### src/design/align_steering_unit_defines.svh
// Assertion helpers, used by align_steering_unit.sv to check its own logic.
// Both expect signals named clk and rst_n in the module that uses them.
`ifndef ALIGN_STEERING_UNIT_DEFINES_SVH
`define ALIGN_STEERING_UNIT_DEFINES_SVH

// Property that must hold at every clock edge outside reset.
`define ASU_CHECK(label, prop, msg) \
  label: assert property (@(posedge clk) disable iff (!rst_n) prop) else $error(msg);

// Consequence that must hold in the cycle after the antecedent.
`define ASU_CHECK_NEXT(label, ante, cons, msg) \
  label: assert property (@(posedge clk) disable iff (!rst_n) (ante) |=> (cons)) else $error(msg);

`endif

### src/design/asu_div_pipe.sv
module asu_div_pipe #(
  parameter int Q_W    = 20,
  parameter int D_W    = 14,
  parameter int SIDE_W = 1
) (
  input  logic              clk,
  input  logic              rst_n,
  input  logic              en,
  input  logic              in_valid,
  input  logic [D_W-1:0]    in_rem,
  input  logic [Q_W-1:0]    in_num,
  input  logic [SIDE_W-1:0] in_side,
  input  logic [D_W-1:0]    dvs,
  output logic              out_valid,
  output logic [Q_W-1:0]    out_quot,
  output logic [SIDE_W-1:0] out_side
);

  // Restoring division, one quotient bit per stage. The dividend bits are
  // shifted out of num_r from the top while quotient bits enter at the bottom.
  // The starting remainder must be below the divisor.
  logic [Q_W-1:0]    vld_r;
  logic [D_W-1:0]    rem_r  [Q_W];
  logic [Q_W-1:0]    num_r  [Q_W];
  logic [SIDE_W-1:0] side_r [Q_W];

  for (genvar k = 0; k < Q_W; k++) begin : g_step
    logic              vld_in;
    logic [D_W-1:0]    rem_in;
    logic [Q_W-1:0]    num_in;
    logic [SIDE_W-1:0] side_in;
    logic [D_W:0]      trial;
    logic [D_W:0]      diff;

    if (k == 0) begin : g_first
      assign vld_in  = in_valid;
      assign rem_in  = in_rem;
      assign num_in  = in_num;
      assign side_in = in_side;
    end else begin : g_next
      assign vld_in  = vld_r[k-1];
      assign rem_in  = rem_r[k-1];
      assign num_in  = num_r[k-1];
      assign side_in = side_r[k-1];
    end

    assign trial = {rem_in, num_in[Q_W-1]};
    assign diff  = trial - {1'b0, dvs};

    always_ff @(posedge clk) begin
      if (!rst_n) begin
        vld_r[k] <= 1'b0;
      end else if (en) begin
        vld_r[k] <= vld_in;
      end
    end

    // A borrow out of the top bit means the divisor did not fit.
    always_ff @(posedge clk) begin
      if (en) begin
        rem_r[k]  <= diff[D_W] ? trial[D_W-1:0] : diff[D_W-1:0];
        num_r[k]  <= {num_in[Q_W-2:0], ~diff[D_W]};
        side_r[k] <= side_in;
      end
    end
  end

  assign out_valid = vld_r[Q_W-1];
  assign out_quot  = num_r[Q_W-1];
  assign out_side  = side_r[Q_W-1];

endmodule

### config.mk
export PLATFORM = sky130hd
export DESIGN_NAME = asu_div_pipe
export DESIGN_NICKNAME = d
export VERILOG_FILES = /design/src/design/align_steering_unit_defines.svh /design/src/design/asu_div_pipe.sv
export SDC_FILE = /design/constraint.sdc
export NUM_CORES = 1
export LEC_CHECK = 0
export ABC_AREA = 1
export BUFFER_PORTS_ARGS = -buffer_cell sky130_fd_sc_hd__buf_4
export CAP_MARGIN = 15
export CORE_MARGIN = 8
export CORE_UTILIZATION = 35
export CTS_CLUSTER_DIAMETER = 60
export CTS_CLUSTER_SIZE = 40
export DETAILED_ROUTE_END_ITERATION = 16
export PLACE_DENSITY = 0.49
export REMOVE_ABC_BUFFERS = 1
export SYNTH_ARGS = -nofsm -noshare
export SYNTH_HDL_FRONTEND = slang
export SYNTH_SLANG_ARGS = --single-unit
### constraint.sdc
create_clock -name clk -period 2.6 [get_ports clk]
set_input_delay 0.52 -clock clk [delete_from_list [all_inputs] [get_ports clk]]
set_output_delay 0.52 -clock clk [all_outputs]
set_load 0.05 [all_outputs]
==> flow_metrics.env <==
export IMPL_drc=0
export IMPL_drtIter0Drc=1817
export IMPL_hold_viol=0
export IMPL_vias=32900
export IMPL_io_buffer_count=74
export IMPL_cts_buffers_inserted=86
export IMPL_path_class="flip-flop to flip-flop"
export IMPL_antenna_cells=0
export IMPL_syn_area_per_cell_um2=8.39
export IMPL_cpMostUsedCell="nand2_1"
export IMPL_crit_start="rem_r[0][54]"
export IMPL_area_delta_synth_final_pct=22.8
export IMPL_grt_pass1_wl_um=169000
export IMPL_gp_congestion=0.892
export IMPL_nNetsFinal=5982
export IMPL_tightestPinTransition_ns=0.583
export IMPL_start_kind="flip-flop"
export IMPL_fin_crit_ns=2.39
export IMPL_netlist_top_cells_area="edfxtp_1, nand2_1, ha_1"
export IMPL_die_h_um=363
export IMPL_rr_startpoint="rem_r[0][54]"
export IMPL_crit_path_max_incr_delay_ns=0.52
export IMPL_dpl_hpwl_um=80100
export IMPL_fin_crit_sh_pct=91.9
export IMPL_ir_drop_uv=623
export IMPL_p_total_uw=60000
export IMPL_core_mm2=0.120
export IMPL_drv_slew=0
export IMPL_status="complete, no violations"
export IMPL_max_clock_freq_ghz=0.419
export IMPL_slew_headroom_pct=61.1
export IMPL_ys_seq_area_share_pct=49.8
export IMPL_nFillCells=12000
export IMPL_cts_tree="built"
export IMPL_dieArea_mm2=0.132
export IMPL_cts_setup_buffers=0
export IMPL_critPathSlowestCell="edfxtp_1"
export IMPL_overflow=0
export IMPL_setup_viol=0
export IMPL_ioPinCount=75
export IMPL_netlist_area_mm2=0.0422
export IMPL_htreeDepth=3
export IMPL_grt_max_degree=85
export IMPL_rows=127
export IMPL_wl_um=106000
export IMPL_synth_cells=5029
export IMPL_synth_top_area_share_pct=48.8
export IMPL_cts_resized=0
export IMPL_ys_types=27
export IMPL_cap_violations=0
export IMPL_dr_pass1_iters=5
export IMPL_ctsHoldBuffers=20
export IMPL_dp_slack_ns=-0.205
export IMPL_rsz0062_at_grt="false"
export IMPL_drive_above_1_share_pct=14.4
export IMPL_setup_slack_ns=0.211
export IMPL_worstSetupEndpointType="flip-flop"
export IMPL_clock_latency_ns=0.69
export IMPL_worstPathMaxFanout=14
export IMPL_cts_root_buf="clkbuf_16"
export IMPL_vias_per_cell=4.50
export IMPL_power_leakage_uw=0.0258
export IMPL_cts_sinks=706
export IMPL_grtUsageTotal_pct=16.0
export IMPL_wl_per_cell_um=14.4
export IMPL_path_cells="ha_1 > nand2_1 > inv_1 > nand2_1 > nand2_1 > a21oi_1 > buf_4 > nand2_2 > nand2_1 > nand2_2 > nand2_1 > nand2_1"
export IMPL_antenna_found_initial=0
export IMPL_p_per_area_mw_per_mm2=1160
export IMPL_clock_skew_ns=0.0283
export IMPL_worst_endpoint_arrival_ns=2.81
export IMPL_hp_class="input port to flip-flop"
export IMPL_hold_start="in_valid"
export IMPL_cts_clk_slew_worst_paths_ns=0.07
export IMPL_clock_path_buffers=3
export IMPL_start_util_pct=35.2
export IMPL_holdWs_ns=0.0637
export IMPL_first_global_vias=32100
export IMPL_yosys_register_bits=706
export IMPL_worst_ep_required_time_ns=3.02
export IMPL_ant_nets=0
export IMPL_yosys_warnings=0
export IMPL_synth_top_area_cell="edfxtp_1"
export IMPL_die_w_um=363
==> layout make-up <==
class	count	area (um2)	share of cell area, %
multi-input cells	3502	17800	34.4
well taps	1612	2020	3.89
inverters	777	2920	5.63
clock inverters	71	962	1.86
flip-flops and latches	706	21000	40.5
repair buffers	558	4930	9.52
clock buffers	90	2170	4.18
==> power by group <==
part	switching, uW	total (uW)	internal (uW)
clock network	5900	12800	6910
registers	1860	18600	16700
logic	17100	28600	11600
==> sequential cells by signal, summed over array words and instances, names as in the netlist <==
| name | flops |
|---|---|
| num_r | 400 |
| out_valid | 1 |
| rem_r | 266 |
| side_r | 20 |
| g_step.vld_in | 19 |
==> final timing paths <==
check        cells after the start  slack [ns]                to
max                             12        0.21      rem_r[1][12]
min                              3        0.06  g_step[1].vld_in
max reg2reg                     12        0.21      rem_r[1][12]
min reg2reg                      0        0.40      num_r[0][72]
==> routing by layer <==
| layer | vias up | global-route usage, % | routed length, um | part of all wire, % |
|---|---|---|---|---|
| met5 | - | 0 | 0 | 0 |
| met4 | 0 | 6.08 | 3960 | 3.8 |
| met3 | 192 | 2.21 | 3940 | 3.7 |
| met2 | 516 | 26.3 | 47900 | 45 |
| met1 | 14900 | 21.4 | 49800 | 47 |
| li1 | 17300 | - | - | - |
==> cell families (layout without fill, tap and decap cells) <==
kind of cell               count (synthesis)  in the layout  synth area share [%]
AOI/OAI and AO/OA                        143            143                  1.72
xor gates and xnor gates                 133            133                  2.76
adders and majority gates                298            298                  9.17
buffers and inverters                    821           1496                  7.98
DFF                                      706            706                  49.8
and+or+nand+nor                         2928           2928                  28.6
==> cells in the mapped netlist <==
| cell type | number |
|---|---|
| nand2_1 | 2089 |
| inv_1 | 777 |
| edfxtp_1 | 686 |
| nand3_1 | 306 |
| nor2_1 | 289 |
| ha_1 | 279 |
| a21oi_1 | 118 |
| xor2_1 | 114 |
| nand2_2 | 86 |
| nand4_1 | 77 |
| and2_1 | 38 |
| buf_6 | 36 |
| o21ai_0 | 22 |
| dfxtp_1 | 20 |
| nor2_2 | 20 |
| fa_1 | 19 |
| nand3_2 | 19 |
| xnor2_1 | 19 |
| clkbuf_1 | 6 |
| nand2_4 | 2 |
| a21boi_0 | 1 |
| a21oi_2 | 1 |
| buf_4 | 1 |
| buf_8 | 1 |
| nor2_4 | 1 |
| nor3_1 | 1 |
| o21bai_1 | 1 |
==> per-stage QoR <==
| step | cells | utilization (%) | instance area, um2 | setup TNS, ns |
|---|---|---|---|---|
| 2_1_floorplan | 4985 | - | 41700 | 0 |
| 3_3_place_gp | 7135 | 40.5 | 48500 | -17.80 |
| 3_5_place_dp | 7135 | 40.5 | 48500 | -22.58 |
| 4_1_cts | 7316 | 43.3 | 51800 | 0 |
| 5_1_grt | 7316 | 43.3 | 51800 | 0 |
| 6_report | 7316 | 43.3 | 51800 | 0 |
==> worst max-delay path, delay by kind of cell (launching register included) <==
kind | cells | cell delay [ns]
buffers and inverters | 2 | 0.20
AOI/OAI and AO/OA | 1 | 0.18
and+or+nand+nor | 8 | 0.77
adders and majority gates | 1 | 0.45
DFF | 1 | 0.52
==> placed cells by master (no fill, tap or decap), types with 20 or more instances in the layout <==
cell / Yosys / final
dfxtp_1: 20 / 20
nand2_1: 2089 / 2089
nor2_2: 20 / 20
nand4_1: 77 / 77
edfxtp_1: 686 / 686
and2_1: 38 / 38
o21ai_0: 22 / 22
nand2_2: 86 / 86
nor2_1: 289 / 289
dlygate4sd3_1: 0 / 20
nand3_1: 306 / 306
a21oi_1: 118 / 118
inv_1: 777 / 777
xor2_1: 114 / 114
buf_12: 0 / 55
clkbuf_16: 0 / 86
buf_4: 1 / 482
ha_1: 279 / 279
Note: power is estimated with default switching activity, not from simulation.
